<file path="src/qas_pkg.sv">
// ----------------------------------------------------------------------------
// qas_pkg
// Types, byte codes and helper functions shared by the argument splitter.
// ----------------------------------------------------------------------------
package qas_pkg;

  localparam logic [7:0] CHAR_NUL       = 8'h00;
  localparam logic [7:0] CHAR_BACKSLASH = 8'h5C;
  localparam logic [7:0] CHAR_SQUOTE    = 8'h27;
  localparam logic [7:0] CHAR_DQUOTE    = 8'h22;
  localparam logic [7:0] CHAR_BQUOTE    = 8'h60;
  localparam logic [7:0] CHAR_SPACE     = 8'h20;
  localparam logic [7:0] CHAR_TAB       = 8'h09;
  localparam logic [7:0] CHAR_CR        = 8'h0D;

  localparam logic [7:0] MAX_ARGS_RESET = 8'd64;

  // result kinds
  localparam logic [1:0] KIND_BYTE    = 2'd0;
  localparam logic [1:0] KIND_ARG_END = 2'd1;
  localparam logic [1:0] KIND_EOL     = 2'd2;

  typedef enum logic [1:0] {
    QUOTE_NONE   = 2'd0,
    QUOTE_SINGLE = 2'd1,
    QUOTE_DOUBLE = 2'd2,
    QUOTE_BACK   = 2'd3
  } quote_e;

  typedef struct packed {
    logic [1:0] kind;
    logic [7:0] value;
    logic [7:0] arg_index;
    logic       last;
  } result_t;

  function automatic logic is_space(input logic [7:0] c);
    return (c == CHAR_SPACE) || ((c >= CHAR_TAB) && (c <= CHAR_CR));
  endfunction

  function automatic quote_e quote_code(input logic [7:0] c);
    quote_e q;
    case (c)
      CHAR_SQUOTE: q = QUOTE_SINGLE;
      CHAR_DQUOTE: q = QUOTE_DOUBLE;
      CHAR_BQUOTE: q = QUOTE_BACK;
      default:     q = QUOTE_NONE;
    endcase
    return q;
  endfunction

endpackage

</file>
<file path="src/qas_char_if.sv">
// ----------------------------------------------------------------------------
// qas_char_if
// Byte stream channel into the splitter: valid, ready and one byte.
// ----------------------------------------------------------------------------
interface qas_char_if;
  logic       valid;
  logic       ready;
  logic [7:0] char_code;

  modport source (output valid, output char_code, input ready);
  modport sink   (input valid, input char_code, output ready);
endinterface

</file>
<file path="src/qas_result_if.sv">
// ----------------------------------------------------------------------------
// qas_result_if
// Result channel out of the splitter: valid, ready and one tagged result.
// ----------------------------------------------------------------------------
interface qas_result_if;
  logic       valid;
  logic       ready;
  logic [1:0] kind;
  logic [7:0] value;
  logic [7:0] arg_index;
  logic       last;

  modport source (output valid, output kind, output value, output arg_index,
                  output last, input ready);
  modport sink   (input valid, input kind, input value, input arg_index,
                  input last, output ready);
endinterface

</file>
<file path="src/qas_cfg_if.sv">
// ----------------------------------------------------------------------------
// qas_cfg_if
// Configuration write channel carrying the argument limit.
// ----------------------------------------------------------------------------
interface qas_cfg_if;
  logic       valid;
  logic       ready;
  logic [7:0] max_args;

  modport source (output valid, output max_args, input ready);
  modport sink   (input valid, input max_args, output ready);
endinterface

</file>
<file path="src/quoted_argument_splitter_top.sv">
// ----------------------------------------------------------------------------
// quoted_argument_splitter_top
// Splits a zero-terminated byte line into shell-style arguments.
// ----------------------------------------------------------------------------
// Takes one byte per cycle while the result queue has room. A byte is
// registered, decoded against the line state and its results (none, one or
// two) are written to a two-entry result queue. The output delivers one result
// per cycle while the receiver is ready, which sets the rate; a line end inside
// an argument yields both an end of argument and an end of line. The
// configuration channel is always ready and writes max_args.
module quoted_argument_splitter_top (
  input  logic              clk_i,
  input  logic              rst_ni,
  qas_cfg_if.sink           cfg_i,
  qas_char_if.sink          char_i,
  qas_result_if.source      result_o
);

  // configuration
  logic [7:0] max_args_q;

  // input register
  logic       in_valid_q;
  logic [7:0] char_q;

  // line state
  logic                inside_q, inside_d;
  logic                esc_q, esc_d;
  qas_pkg::quote_e     quote_q, quote_d;
  logic [7:0]          count_q, count_d;
  logic                limit_q, limit_d;

  // result queue, slot 0 is the head
  qas_pkg::result_t    slot0_q, slot0_d, slot1_q, slot1_d;
  logic [1:0]          fill_q, fill_d;

  // decode of the registered byte
  qas_pkg::result_t    res0, res1;
  logic [1:0]          n_res;
  logic                sp;
  logic                starts;
  logic [7:0]          cnt_new;
  logic [7:0]          idx;
  qas_pkg::quote_e     q;

  logic       pop;
  logic [1:0] kept;
  logic       consume;
  logic       accept;

  assign cfg_i.ready = 1'b1;

  always_ff @(posedge clk_i or negedge rst_ni) begin
    if (!rst_ni) begin
      max_args_q <= qas_pkg::MAX_ARGS_RESET;
    end else if (cfg_i.valid) begin
      max_args_q <= cfg_i.max_args;
    end
  end

  always_comb begin
    res0      = '0;
    res1      = '0;
    n_res     = 2'd0;
    inside_d  = inside_q;
    esc_d     = esc_q;
    quote_d   = quote_q;
    count_d   = count_q;
    limit_d   = limit_q;
    sp        = qas_pkg::is_space(char_q);
    q         = qas_pkg::quote_code(char_q);
    starts    = !inside_q;
    cnt_new   = starts ? 8'(count_q + 8'd1) : count_q;
    idx       = 8'(cnt_new - 8'd1);

    if (char_q == qas_pkg::CHAR_NUL) begin
      if (inside_q) begin
        res0  = '{kind: qas_pkg::KIND_ARG_END, value: 8'd0,
                  arg_index: 8'(count_q - 8'd1), last: 1'b0};
        res1  = '{kind: qas_pkg::KIND_EOL, value: 8'd0, arg_index: count_q, last: 1'b1};
        n_res = 2'd2;
      end else begin
        res0  = '{kind: qas_pkg::KIND_EOL, value: 8'd0, arg_index: count_q, last: 1'b1};
        n_res = 2'd1;
      end
      inside_d = 1'b0;
      esc_d    = 1'b0;
      quote_d  = qas_pkg::QUOTE_NONE;
      count_d  = 8'd0;
      limit_d  = 1'b0;
    end else if (!limit_q && !(starts && (sp || count_q >= max_args_q))) begin
      inside_d = 1'b1;
      count_d  = cnt_new;
      if (esc_q) begin
        esc_d = 1'b0;
        res0  = '{kind: qas_pkg::KIND_BYTE, value: char_q, arg_index: idx, last: 1'b1};
        n_res = 2'd1;
      end else if (char_q == qas_pkg::CHAR_BACKSLASH) begin
        esc_d = 1'b1;
      end else if (quote_q != qas_pkg::QUOTE_NONE && q == quote_q) begin
        quote_d = qas_pkg::QUOTE_NONE;
      end else if (q != qas_pkg::QUOTE_NONE) begin
        quote_d = q;
      end else if (quote_q != qas_pkg::QUOTE_NONE) begin
        res0  = '{kind: qas_pkg::KIND_BYTE, value: char_q, arg_index: idx, last: 1'b1};
        n_res = 2'd1;
      end else if (sp) begin
        inside_d = 1'b0;
        res0     = '{kind: qas_pkg::KIND_ARG_END, value: 8'd0, arg_index: idx, last: 1'b1};
        n_res    = 2'd1;
        if (cnt_new >= max_args_q) begin
          limit_d = 1'b1;
        end
      end else begin
        res0  = '{kind: qas_pkg::KIND_BYTE, value: char_q, arg_index: idx, last: 1'b1};
        n_res = 2'd1;
      end
    end
  end

  // queue bookkeeping: entries kept after this cycle's output transfer
  assign pop     = (fill_q != 2'd0) && result_o.ready;
  assign kept    = fill_q - {1'b0, pop};
  assign consume = in_valid_q && ({1'b0, n_res} + {1'b0, kept} <= 3'd2);
  assign accept  = char_i.valid && char_i.ready;

  assign char_i.ready = !in_valid_q || consume;

  always_comb begin
    if (kept != 2'd0) begin
      slot0_d = pop ? slot1_q : slot0_q;
    end else begin
      slot0_d = res0;
    end
    case (kept)
      2'd2:    slot1_d = slot1_q;
      2'd1:    slot1_d = res0;
      default: slot1_d = res1;
    endcase
    fill_d = consume ? 2'(kept + n_res) : kept;
  end

  always_ff @(posedge clk_i or negedge rst_ni) begin
    if (!rst_ni) begin
      in_valid_q <= 1'b0;
      fill_q     <= 2'd0;
      inside_q   <= 1'b0;
      esc_q      <= 1'b0;
      quote_q    <= qas_pkg::QUOTE_NONE;
      count_q    <= 8'd0;
      limit_q    <= 1'b0;
    end else begin
      in_valid_q <= accept || (in_valid_q && !consume);
      fill_q     <= fill_d;
      if (consume) begin
        inside_q <= inside_d;
        esc_q    <= esc_d;
        quote_q  <= quote_d;
        count_q  <= count_d;
        limit_q  <= limit_d;
      end
    end
  end

  always_ff @(posedge clk_i) begin
    if (accept) begin
      char_q <= char_i.char_code;
    end
    slot0_q <= slot0_d;
    slot1_q <= slot1_d;
  end

  assign result_o.valid     = (fill_q != 2'd0);
  assign result_o.kind      = slot0_q.kind;
  assign result_o.value     = slot0_q.value;
  assign result_o.arg_index = slot0_q.arg_index;
  assign result_o.last      = slot0_q.last;

endmodule

</file>
<file path="src/flat_wrapper.sv">
// flat-port wrapper written by rule: the top's interface ports become plain ports
module quoted_argument_splitter_top_flat 
  (clk_i, rst_ni, cfg_i_valid, cfg_i_max_args, cfg_i_ready, char_i_valid, char_i_char_code, char_i_ready, result_o_valid, result_o_kind, result_o_value, result_o_arg_index, result_o_last, result_o_ready);
  qas_cfg_if cfg_i_i ();
  qas_char_if char_i_i ();
  qas_result_if result_o_i ();
  input  logic clk_i;
  input  logic rst_ni;
  input wire logic [$bits(cfg_i_i.valid)-1:0] cfg_i_valid;
  input wire logic [$bits(cfg_i_i.max_args)-1:0] cfg_i_max_args;
  output wire logic [$bits(cfg_i_i.ready)-1:0] cfg_i_ready;
  input wire logic [$bits(char_i_i.valid)-1:0] char_i_valid;
  input wire logic [$bits(char_i_i.char_code)-1:0] char_i_char_code;
  output wire logic [$bits(char_i_i.ready)-1:0] char_i_ready;
  output wire logic [$bits(result_o_i.valid)-1:0] result_o_valid;
  output wire logic [$bits(result_o_i.kind)-1:0] result_o_kind;
  output wire logic [$bits(result_o_i.value)-1:0] result_o_value;
  output wire logic [$bits(result_o_i.arg_index)-1:0] result_o_arg_index;
  output wire logic [$bits(result_o_i.last)-1:0] result_o_last;
  input wire logic [$bits(result_o_i.ready)-1:0] result_o_ready;
  assign cfg_i_i.valid = cfg_i_valid;
  assign cfg_i_i.max_args = cfg_i_max_args;
  assign cfg_i_ready = cfg_i_i.ready;
  assign char_i_i.valid = char_i_valid;
  assign char_i_i.char_code = char_i_char_code;
  assign char_i_ready = char_i_i.ready;
  assign result_o_valid = result_o_i.valid;
  assign result_o_kind = result_o_i.kind;
  assign result_o_value = result_o_i.value;
  assign result_o_arg_index = result_o_i.arg_index;
  assign result_o_last = result_o_i.last;
  assign result_o_i.ready = result_o_ready;
  quoted_argument_splitter_top u_core (.clk_i(clk_i), .rst_ni(rst_ni), .cfg_i(cfg_i_i), .char_i(char_i_i), .result_o(result_o_i));
endmodule
</file>
<file path="config.mk">
export PLATFORM = sky130hd
export DESIGN_NAME = quoted_argument_splitter_top_flat
export DESIGN_NICKNAME = d
export VERILOG_FILES = /design/src/qas_pkg.sv /design/src/qas_char_if.sv /design/src/qas_result_if.sv /design/src/qas_cfg_if.sv /design/src/quoted_argument_splitter_top.sv /design/src/flat_wrapper.sv
export SDC_FILE = /design/constraint.sdc
export NUM_CORES = 1
export LEC_CHECK = 0
export BUFFER_PORTS_ARGS = -buffer_cell sky130_fd_sc_hd__buf_2
export CAP_MARGIN = 30
export CELL_PAD_IN_SITES_DETAIL_PLACEMENT = 1
export CELL_PAD_IN_SITES_GLOBAL_PLACEMENT = 1
export CORE_MARGIN = 10
export CORE_UTILIZATION = 50
export DETAILED_ROUTE_END_ITERATION = 10
export GPL_TIMING_DRIVEN = 0
export PLACE_DENSITY_LB_ADDON = 0.1
export SLEW_MARGIN = 40
export SYNTH_ARGS = -nofsm -noshare
export SYNTH_HDL_FRONTEND = slang
export SYNTH_SLANG_ARGS = --single-unit
</file>
<file path="constraint.sdc">
create_clock -name clk_i -period 7.15 [get_ports clk_i]
set_clock_uncertainty 0.15 [all_clocks]
set_input_delay 0.3575 -clock clk_i [delete_from_list [all_inputs] [get_ports clk_i]]
set_output_delay 0.3575 -clock clk_i [all_outputs]
set_load 0.01 [all_outputs]
</file>
* Yosys cells after proc, flatten, opt, wreduce, memory -nomap -nowiden
Index checks and enable logic that the tools add are counted.
** Cells by class
- Add/subtract/negate cells :: 6
- $lt $le $gt $ge :: 5
- Equality and inequality tests :: 14
- Mux-type cells :: 53
- Reduce and logical (&&, ||, !) cells :: 29
** Operators with widths (number)
- 19-bit two-way mux :: 12
- 19-bit one-hot mux with 2 select lines :: 1
- 2-bit two-way mux :: 13
- 8-bit by 6-bit == test with 1-bit output, second input constant :: 3
- 8-bit two-way mux :: 3
- 1-bit two-way mux :: 22
- 18-bit two-way mux :: 1
- 8-bit by 7-bit == test with 1-bit output, second input constant :: 2
- 8-bit greater-or-equal comparator :: 2
- 8-bit by 1-bit subtractor with 8-bit output, second input constant :: 2
- 2-bit nonzero test :: 7
- 2-bit by 1-bit inequality test with 1-bit output, second input constant :: 5
- 9-bit AND reduction :: 1
- 8-bit by 1-bit adder with 8-bit output, second input constant :: 1
- 8-bit by 4-bit greater-or-equal comparator with 1-bit output, second input constant :: 1
- 8-bit by 4-bit <= comparator with 1-bit output, second input constant :: 1
- 1-bit logical AND :: 8
- 8-bit logical NOT :: 1
- 2-bit one-hot mux with 3 select lines :: 1
- 1-bit logical NOT :: 5
- 5-bit AND reduction :: 1
- 1-bit logical OR :: 4
- 2-bit by 2-bit adder with 3-bit output :: 1
- 3-bit by 2-bit <= comparator with 1-bit output, second input constant :: 1
- 8 further kinds :: 8
** Storage, ports and cells
- Bits in registers :: 70
- Output and inout bits :: 22
- Word-level logic and storage cells :: 124

* Depth between registers and ports, before layout
Gate-level depths: netlist (run 1).
- Depth after elaboration :: 15
- Mapped depth :: 18

* Least setup slack after synthesis (run 1)
Ideal clock, no wire load.
- Path kind :: reg-to-reg
- Start :: register u_core.count_q[0]
- End :: register u_core.char_q[0], enable pin
- Data arrival time :: 3.468 ns
- Setup slack :: 3.200 ns
- Cell stages (with the launch flop) :: 15
- Period minus slack after synthesis :: 3.950 ns
- Cell sequence :: dfrtp_1 -> inv_1 -> ha_1 -> nand2b_1 -> a2111oi_0 -> nor4_1 -> or4_1 -> buf_4 -> nor2_4 -> a21o_1 -> ha_1 -> fa_1 -> a21oi_1 -> nand2b_1 -> and2_1
** On the way
- Word-level cells in the longest chain between the ends :: 12
** RTL lines
- start, declared :: line quoted_argument_splitter_top.sv:30 : logic [7:0] count_q, count_d;
- start signal, assigned :: line quoted_argument_splitter_top.sv:159 : count_q <= count_d;
- 8-bit greater-or-equal comparator :: line quoted_argument_splitter_top.sv:91 : end else if (!limit_q && !(starts && (sp || count_q >= max_args_q))) begin
- 1-bit logical OR :: line quoted_argument_splitter_top.sv:91
- 1-bit logical AND :: line quoted_argument_splitter_top.sv:91
- 1-bit logical NOT :: line quoted_argument_splitter_top.sv:91
- 1-bit logical AND :: line quoted_argument_splitter_top.sv:91
- 2-bit two-way mux :: line quoted_argument_splitter_top.sv:91
- 2-bit two-way mux :: line quoted_argument_splitter_top.sv:76 : if (char_q == qas_pkg::CHAR_NUL) begin
- 2-bit by 2-bit adder with 3-bit output :: line quoted_argument_splitter_top.sv:124 : assign consume = in_valid_q && ({1'b0, n_res} + {1'b0, kept} <= 3'd2);
- 3-bit by 2-bit <= comparator with 1-bit output :: line quoted_argument_splitter_top.sv:124
- 1-bit logical AND :: line quoted_argument_splitter_top.sv:124
- 1-bit logical OR :: line quoted_argument_splitter_top.sv:127 : assign char_i.ready = !in_valid_q || consume;
- named net char_i_ready :: line flat_wrapper.sv:14 : output wire logic [$bits(char_i_i.ready)-1:0] char_i_ready;
- 1-bit logical AND :: line quoted_argument_splitter_top.sv:125 : assign accept = char_i.valid && char_i.ready;
- named net u_core.accept :: line quoted_argument_splitter_top.sv:49 : logic accept;
- end signal, assigned :: line quoted_argument_splitter_top.sv:167 : char_q <= char_i.char_code;
- end, declared :: line quoted_argument_splitter_top.sv:24 : logic [7:0] char_q;
The timed path passes the listed nets, and every way through them passes these cells.
A chain may end at the register's enable or synchronous reset.

* Worst setup path in the final report (run 1)
- Start :: register u_core.count_q[0]
- End :: register u_core.limit_q
** On the way
- Word-level cells in the longest chain between the ends :: 11
- Elaborated cells on any way between the ends :: 16
- Classes of those cells :: add/sub: 2; order compare: 3; mux: 3; reduce/logical: 8
** RTL lines
- 8-bit greater-or-equal comparator :: line quoted_argument_splitter_top.sv:91
- 1-bit logical OR :: line quoted_argument_splitter_top.sv:91
- 1-bit logical AND :: line quoted_argument_splitter_top.sv:91
- 1-bit logical NOT :: line quoted_argument_splitter_top.sv:91
- 1-bit logical AND :: line quoted_argument_splitter_top.sv:91
- 2-bit two-way mux :: line quoted_argument_splitter_top.sv:91
- 2-bit two-way mux :: line quoted_argument_splitter_top.sv:76
- 2-bit by 2-bit adder with 3-bit output :: line quoted_argument_splitter_top.sv:124
- 3-bit by 2-bit <= comparator with 1-bit output :: line quoted_argument_splitter_top.sv:124
- 1-bit logical AND :: line quoted_argument_splitter_top.sv:124
- 9-bit AND reduction (no source line) *
- end signal, assigned :: line quoted_argument_splitter_top.sv:160 : limit_q <= limit_d;
- end, declared :: line quoted_argument_splitter_top.sv:31 : logic limit_q, limit_d;
Every way passes the cells marked *; elsewhere a longest branch is shown, timed or not.

==> results of run 1 <==
-- final timing paths --
check	from	to	slack, ps	depth (start not counted)
min reg2reg	u_core.slot1_q[15]$_SDFFCE_PN0P_	u_core.result_o.value[6]$_DFFE_PP_	380	2
max in group asynchronous	rst_ni	u_core.count_q[4]$_DFFE_PN0P_	6090	2
min in group asynchronous	rst_ni	u_core.limit_q$_DFFE_PN0P_	370	2
max reg2reg	u_core.count_q[0]$_DFFE_PN0P_	u_core.limit_q$_DFFE_PN0P_	2220	18
min	char_i_char_code[4]	u_core.char_q[4]$_DFFE_PP_	20	1
max	u_core.count_q[0]$_DFFE_PN0P_	u_core.limit_q$_DFFE_PN0P_	2220	18
-- worst register-to-register path, cell delays in order, from the launching register on --
cell and delay [ps]:
dfrtp_1 500, inv_1 160, ha_1 300, nand2b_1 130
a2111oi_0 530, nor4_2 180, or4_1 440, buf_4 200
nor2_4 200, a21o_1 160, ha_1 170, fa_1 460
a21oi_1 280, nand2_1 270, a21oi_1 240, nand4_1 120
nor3_1 180, nand4_1 110, nand2_1 110
-- Yosys cell counts (3+ instances only) --
library cell | instances | area share
nor4_1 | 5 | 0.0076
nor2_1 | 30 | 0.027
o21ai_1 | 8 | 0.0097
inv_1 | 18 | 0.016
a22o_1 | 5 | 0.011
clkbuf_1 | 16 | 0.015
ha_1 | 22 | 0.067
dfrtp_1 | 23 | 0.14
a32oi_1 | 4 | 0.0085
and3_1 | 7 | 0.011
a2111oi_0 | 3 | 0.0064
a21o_1 | 5 | 0.0091
xnor2_1 | 19 | 0.040
a221oi_1 | 4 | 0.0085
nand3_1 | 12 | 0.015
nand2b_1 | 6 | 0.0091
nand2_1 | 52 | 0.047
o21ai_0 | 33 | 0.040
mux2i_1 | 4 | 0.0097
a21oi_1 | 21 | 0.025
o31ai_1 | 8 | 0.015
xor2_1 | 3 | 0.0064
nand4_1 | 5 | 0.0076
edfxtp_1 | 46 | 0.33
or3_1 | 3 | 0.0046
nor3_1 | 13 | 0.016
and2_1 | 8 | 0.012
-- through the flow --
stage                     cells  hold WS (ps)
after floorplan             419         -88.1
after global placement      565           233
after detailed placement    565           230
after CTS                   582          10.5
after global routing        582          5.66
final                       582          18.8
-- area by class of cell --
type                    count  area [sq um]  area share
plain buffers              22           100      0.0215
repair buffers             42           215      0.0461
clock inverters             6          46.3     0.00992
multi-input cells         308          1980       0.425
well taps                 105           131      0.0282
clock buffers              10           138      0.0295
flip-flops and latches     70          1980       0.425
inverters                  19          71.3      0.0153
-- per-layer routing --
metal,vias to the layer above,part of all wire,global-route usage
li1,1628,-,-
met3,20,0.051,0.0330
met4,0,0.019,0.0703
met2,90,0.49,0.301
met5,-,0,0
met1,1658,0.44,0.228
-- registers in the layout, indices dropped and copies added, names as in the netlist, 8 cells and up --
name                       cells
u_core.result_o.value          8
u_core.char_q                  8
u_core.slot1_q                19
u_core.result_o.arg_index      8
u_core.count_q                 8
u_core.max_args_q              8
-- cells by family after synthesis --
group | after synthesis | synth area share
multiplexers | 6 | 0.0152
buffers and inverters | 41 | 0.0416
XOR/XNOR | 22 | 0.0467
other | 1 | 0.000909
flip-flops | 70 | 0.481
AO/OA/AOI/OAI | 100 | 0.150
AND/OR/NAND/NOR | 156 | 0.193
adder cells (fa/ha/maj) | 23 | 0.0716
-- power by group through the flow --
stage	Sequential, mW	Combinational, mW	Clock [mW]
6_report	0.759	1.20	0.306
5_1_grt	0.778	1.35	0.324
3_3_place_gp	0.758	1.13	0
2_1_floorplan	0.772	0.802	0
4_1_cts	0.763	1.20	0.308
3_5_place_dp	0.770	1.19	0
-- what timing repair did --
action	in CTS	in global routing
hold endpoints to repair	23	0
hold buffers	1	0
setup buffers	0	0
==> metrics, run 1 <==
Vias per Instance=between 5 and 6; initial antenna violation count=0; Slew Viols, Final=0; gr usage total=0.181; Total Power=about 2.3 mW; clk slew on worst S/H paths=90 ps; switching part of the total=0.459; worst path bufs/invs=2; RSZ-0062 raised after global routing=no; Critical Path RT=7300 ps; gr ovfl total=0; Root Buffer=clkbuf_8; fin crit share=0.690; Final Cell Area=0.00467 sq mm; crit path time final=4930 ps; Final Hold Viols=0; most common cell after layout, fill and taps aside=nand2_1; Synth Instances=419; crit-path leading delay family=simple AND/OR/NAND/NOR gates; EDFF count, synth=46; ys async rst share=0.343; vias in the first global route=3,617; die extent in x=111 microns; Mapped Nets=463; IO buf count=41; GP Congestion=approximately 0.83; diodes inserted=0; Post-Syn Area per Cell=roughly 9.8 sq um; share of cells above drive strength 1=0.164; Fmax achieved=a little over 200 MHz; core footprint=0.00813 sq mm; Worst Setup Start Kind=flip-flop; Clock Path Buffers=2; CP cell instances=inv_1 > ha_1 > nand2b_1 > a2111oi_0 > nor4_2 > or4_1 > buf_4 > nor2_4 > a21o_1 > ha_1 > fa_1 > a21oi_1 > nand2_1 > a21oi_1 > nand4_1 > nor3_1 > nand4_1 > nand2_1; CTS Sinks=70; PD cells=roughly 490 mW/mm^2; DRT antenna net count=0; cts repair resizes=0; Yosys warning total=0; DP Worst Slack=2250 ps; number of DRC markers in iteration 0=148; vias=3,396; drt pass-1 iters=4; first-pass GRT wire length=18,500 microns; final setup margin=2220 ps; Seq/Total Area, Yosys=0.481; Routed WL=11,100 microns; largest net degree at the start of global routing=25; Least-Margin Pin Slew=around 790 ps; Max transition margin=0.467; drt drc=0; TritonCTS clock tree=yes; top-level I/O count=43; setup TNS=0 ps; chip height=111 microns; Max FO, Critical Path=8; Critical Path Max Stage Delay=between 500 and 600 ps; power share of the sequential group=0.335; Internal=1.23 mW; final setup violation count=0; HPWL after DPL=8300 microns; Sw Pwr=~1.0 mW; Clock Latency Late Sink=approximately 360 ps; Rows=33; fillers=between 900 and 1,000; CP endpoint kind=flip-flop; Pleak=~1.9 nW; Syn-to-layout area delta=13.1%; # H-tree levels=3; Clock power frac=0.135; Routed WL per cell=~19 microns; DP Area=0.00447 sq mm; most frequent cells in the layout=51 x nand2_1, 46 x edfxtp_1, 43 x buf_2, 33 x o21ai_0, 30 x nor2_1; CTS buffer count=9; status=completed; Final #Nets=516; Slowest-stage cell, CP=a2111oi_0; Worst Hold Class=in -> reg; Top FF cell, synth=edfxtp_1; critical path type=reg -> reg; Final Core Density=0.574; Seq cells post-synth=70; die area=0.0123 sq mm; Max VDD drop=around 0.00021 V; Max Cap Viol=0; Arrival @ worst endpoint=between 5000 and 6000 ps; Yosys cell types=54; Cell Area, Synth=0.00412 sq mm; Gate power share=0.530; Starting Density=0.507
Note: power is estimated with default switching activity, not from simulation.
==> run 2, diff against run 1 <==
- CORE_UTILIZATION: 50 -> 42
- clock period: 7.15 -> 4.1 ns (I/O delays scaled with it)
==> run 2 against run 1 <==
Global-route usage down 2.3 points. Sequential power rose by 75%. Clock power rose by 87%. Die area is 15% higher. Register-to-register slack worse by 2100 ps. Worst setup slack got worse by 2100 ps. Power grew 90%. Count of clock-buffer cells in the layout stayed put. Wire length up 3.7%. Hold slack about the same. Largest cell class is now multi-input gates. Largest power group unchanged.
==> metrics, run 2 (synthesis gave the netlist of run 1 again) <==
chip height=119 microns (was 111 microns); gr usage total=0.158 (was 0.181); Slowest-stage cell, CP=or4_4 (was a2111oi_0); CP cell instances=inv_2 > ha_4 > nand2b_4 > a2111oi_4 > nor4_4 > or4_4 > nor2_4 > a21o_1 > ha_2 > fa_2 > a21oi_4 > nand2b_4 > buf_6 (was inv_1 > ha_1 > nand2b_1 > a2111oi_0 > nor4_2 > or4_1 > buf_4 > nor2_4 > a21o_1 > ha_1 > fa_1 > a21oi_1 > nand2_1 > a21oi_1 > nand4_1 > nor3_1 > nand4_1 > nand2_1); fin crit share=0.971; die extent in x=119 microns (was 111 microns); Worst Setup Start Kind=flip-flop (unchanged); fillers=1,096 (was 968); gr ovfl total=0 (unchanged); Rows=36 (was 33); DRT antenna net count=0 (unchanged); Max FO, Critical Path=4 (was 8); most frequent CP cell=nand2b_4; vias=3,506 (was 3,396); IO buf count=41 (unchanged); Routed WL=11,500 microns (was 11,100 microns); Arrival @ worst endpoint=3630 ps (was 5080 ps); CTS Sinks=70 (unchanged); Slew Viols, Final=0 (unchanged); Final #Nets=546 (was 516); PD cells=840 mW/mm^2 (was 486 mW/mm^2); DP Worst Slack=-840 ps (was 2250 ps); Hold WS=19.2 ps (was 18.8 ps); # H-tree levels=3 (unchanged); crit path time final=3980 ps; clk slew on worst S/H paths=80 ps (was 90 ps); final setup violation count=0 (unchanged); RSZ-0062 raised after global routing=yes (was no); vias in the first global route=3,677 (was 3,617); Critical Path Max Stage Delay=540 ps (was 530 ps); max reg flops=19 (unchanged); critical path type=reg -> out (was reg -> reg); worst path bufs/invs=2 (unchanged); Max Cap Viol=0 (unchanged); Top reg by flops=u_core.slot1_q (unchanged); Clock Path Buffers=2 (unchanged); Clock Latency Late Sink=360 ps (about the same); Vias per Instance=5.48 (was 5.84); drt drc=0 (unchanged); first-pass GRT wire length=18,600 microns (was 18,500 microns); CP endpoint kind=primary output (was flip-flop); placed cells=593 (was 565); final setup margin=117 ps (was 2220 ps); TritonCTS clock tree=yes (unchanged); crit-path leading delay family=simple AND/OR/NAND/NOR gates (unchanged); Final Cell Area=0.00512 sq mm (was 0.00467 sq mm); Pleak=2.10 nW (was 1.95 nW); share of cells above drive strength 1=0.211 (was 0.164); die area=0.0142 sq mm (was 0.0123 sq mm); Starting Density=0.426 (was 0.507); GP Congestion=0.813 (was 0.830); Least-Margin Pin Slew=800 ps (was 795 ps); Critical Path RT=3740 ps (was 7300 ps); largest net degree at the start of global routing=25 (unchanged); Routed WL per cell=18.0 microns (was 19.0 microns); Root Buffer=clkbuf_8 (unchanged); status=completed (unchanged); Fmax achieved=251 MHz; most common cell after layout, fill and taps aside=nand2_1 (unchanged); Worst Hold Class=in -> reg (unchanged); Max VDD drop=0.000593 V (was 0.000215 V); top-level I/O count=43 (unchanged); diodes inserted=0 (unchanged); final cell count without fillers=640 (was 582); drt pass-1 iters=4 (unchanged); number of DRC markers in iteration 0=194 (was 148); HPWL after DPL=8310 microns (was 8300 microns); DP Area=0.00450 sq mm (was 0.00447 sq mm); core footprint=0.00968 sq mm (was 0.00813 sq mm); Max transition margin=0.464 (was 0.467); CTS buffer count=9 (unchanged); Final Hold Viols=0 (unchanged); Syn-to-layout area delta=24.2% (was 13.1%); Total Power=4.31 mW (was 2.27 mW); initial antenna violation count=0 (unchanged); most frequent cells in the layout=50 x nand2_1, 46 x edfxtp_1, 42 x buf_2, 30 x nor2_1, 30 x o21ai_0 (was 51 x nand2_1, 46 x edfxtp_1, 43 x buf_2, 33 x o21ai_0, 30 x nor2_1)
run 2: timing repair:
item | 4_1_cts | 5_1_grt
pin swaps | 5 | 10
hold endpoints to repair | 40 | 0
setup buffers | 4 | 5
gates resized for setup | 21 | 12
gates cloned | 0 | 1
hold buffers | 22 | 0
endpoints found under the setup margin | 25 | 22
run 2: cell type report:
class / instances / area [sq um] / area share
well taps: 133 / 166 / 0.0325
flip-flops and latches: 70 / 1990 / 0.388
plain buffers: 21 / 103 / 0.0200
multi-input cells: 308 / 2090 / 0.409
repair buffers: 73 / 507 / 0.0989
inverters: 19 / 71.3 / 0.0139
clock buffers: 10 / 128 / 0.0249
clock inverters: 6 / 70.1 / 0.0137
run 2: through the flow:
step	setup TNS [ps]	util
floorplan	0	-
global placement	-11790	0.464
detailed placement	-15260	0.465
CTS	0	0.520
global route	-82.0	0.529
finish	0	0.529
run 2: routing by layer:
| layer | GRT usage | part of all wire | vias up | wire length [microns] |
|---|---|---|---|---|
| li1 | - | - | 1701 | - |
| met1 | 0.200 | 0.46 | 1723 | 5310 |
| met2 | 0.263 | 0.48 | 66 | 5540 |
| met3 | 0.0321 | 0.042 | 16 | 483 |
| met4 | 0.0542 | 0.014 | 0 | 163 |
| met5 | 0 | 0 | - | 0 |
run 2: worst register-to-register path, cell delays in order (launching register included):
cell	delay (ps)
dfrtp_2	440
inv_2	90
ha_4	190
nand2b_4	140
a2111oi_4	390
nor4_4	90
or4_4	540
nor2_4	110
a21o_1	130
ha_2	190
fa_2	470
a21oi_4	220
and2_4	210
o21ai_2	110
nor3_1	310
a21o_1	140
run 2: worst paths after layout:
path	from	depth (start not counted)	slack, ps	end
max	u_core.count_q[0]$_DFFE_PN0P_	13	120	char_i_ready
min	cfg_i_valid	2	20	u_core.max_args_q[0]$_DFFE_PN0P_
max reg2reg	u_core.count_q[0]$_DFFE_PN0P_	15	130	u_core.esc_q$_DFFE_PN0P_
min reg2reg	u_core.limit_q$_DFFE_PN0P_	2	380	u_core.limit_q$_DFFE_PN0P_
max in group asynchronous	rst_ni	2	3160	u_core.count_q[0]$_DFFE_PN0P_
min in group asynchronous	rst_ni	2	210	u_core.quote_q[0]$_DFFE_PN0P_
run 2: report_power, final:
group | switching, mW | total (mW) | internal, mW
Clock | 0.289 | 0.573 | 0.284
Sequential | 0.155 | 1.33 | 1.17
Combinational | 1.46 | 2.40 | 0.946
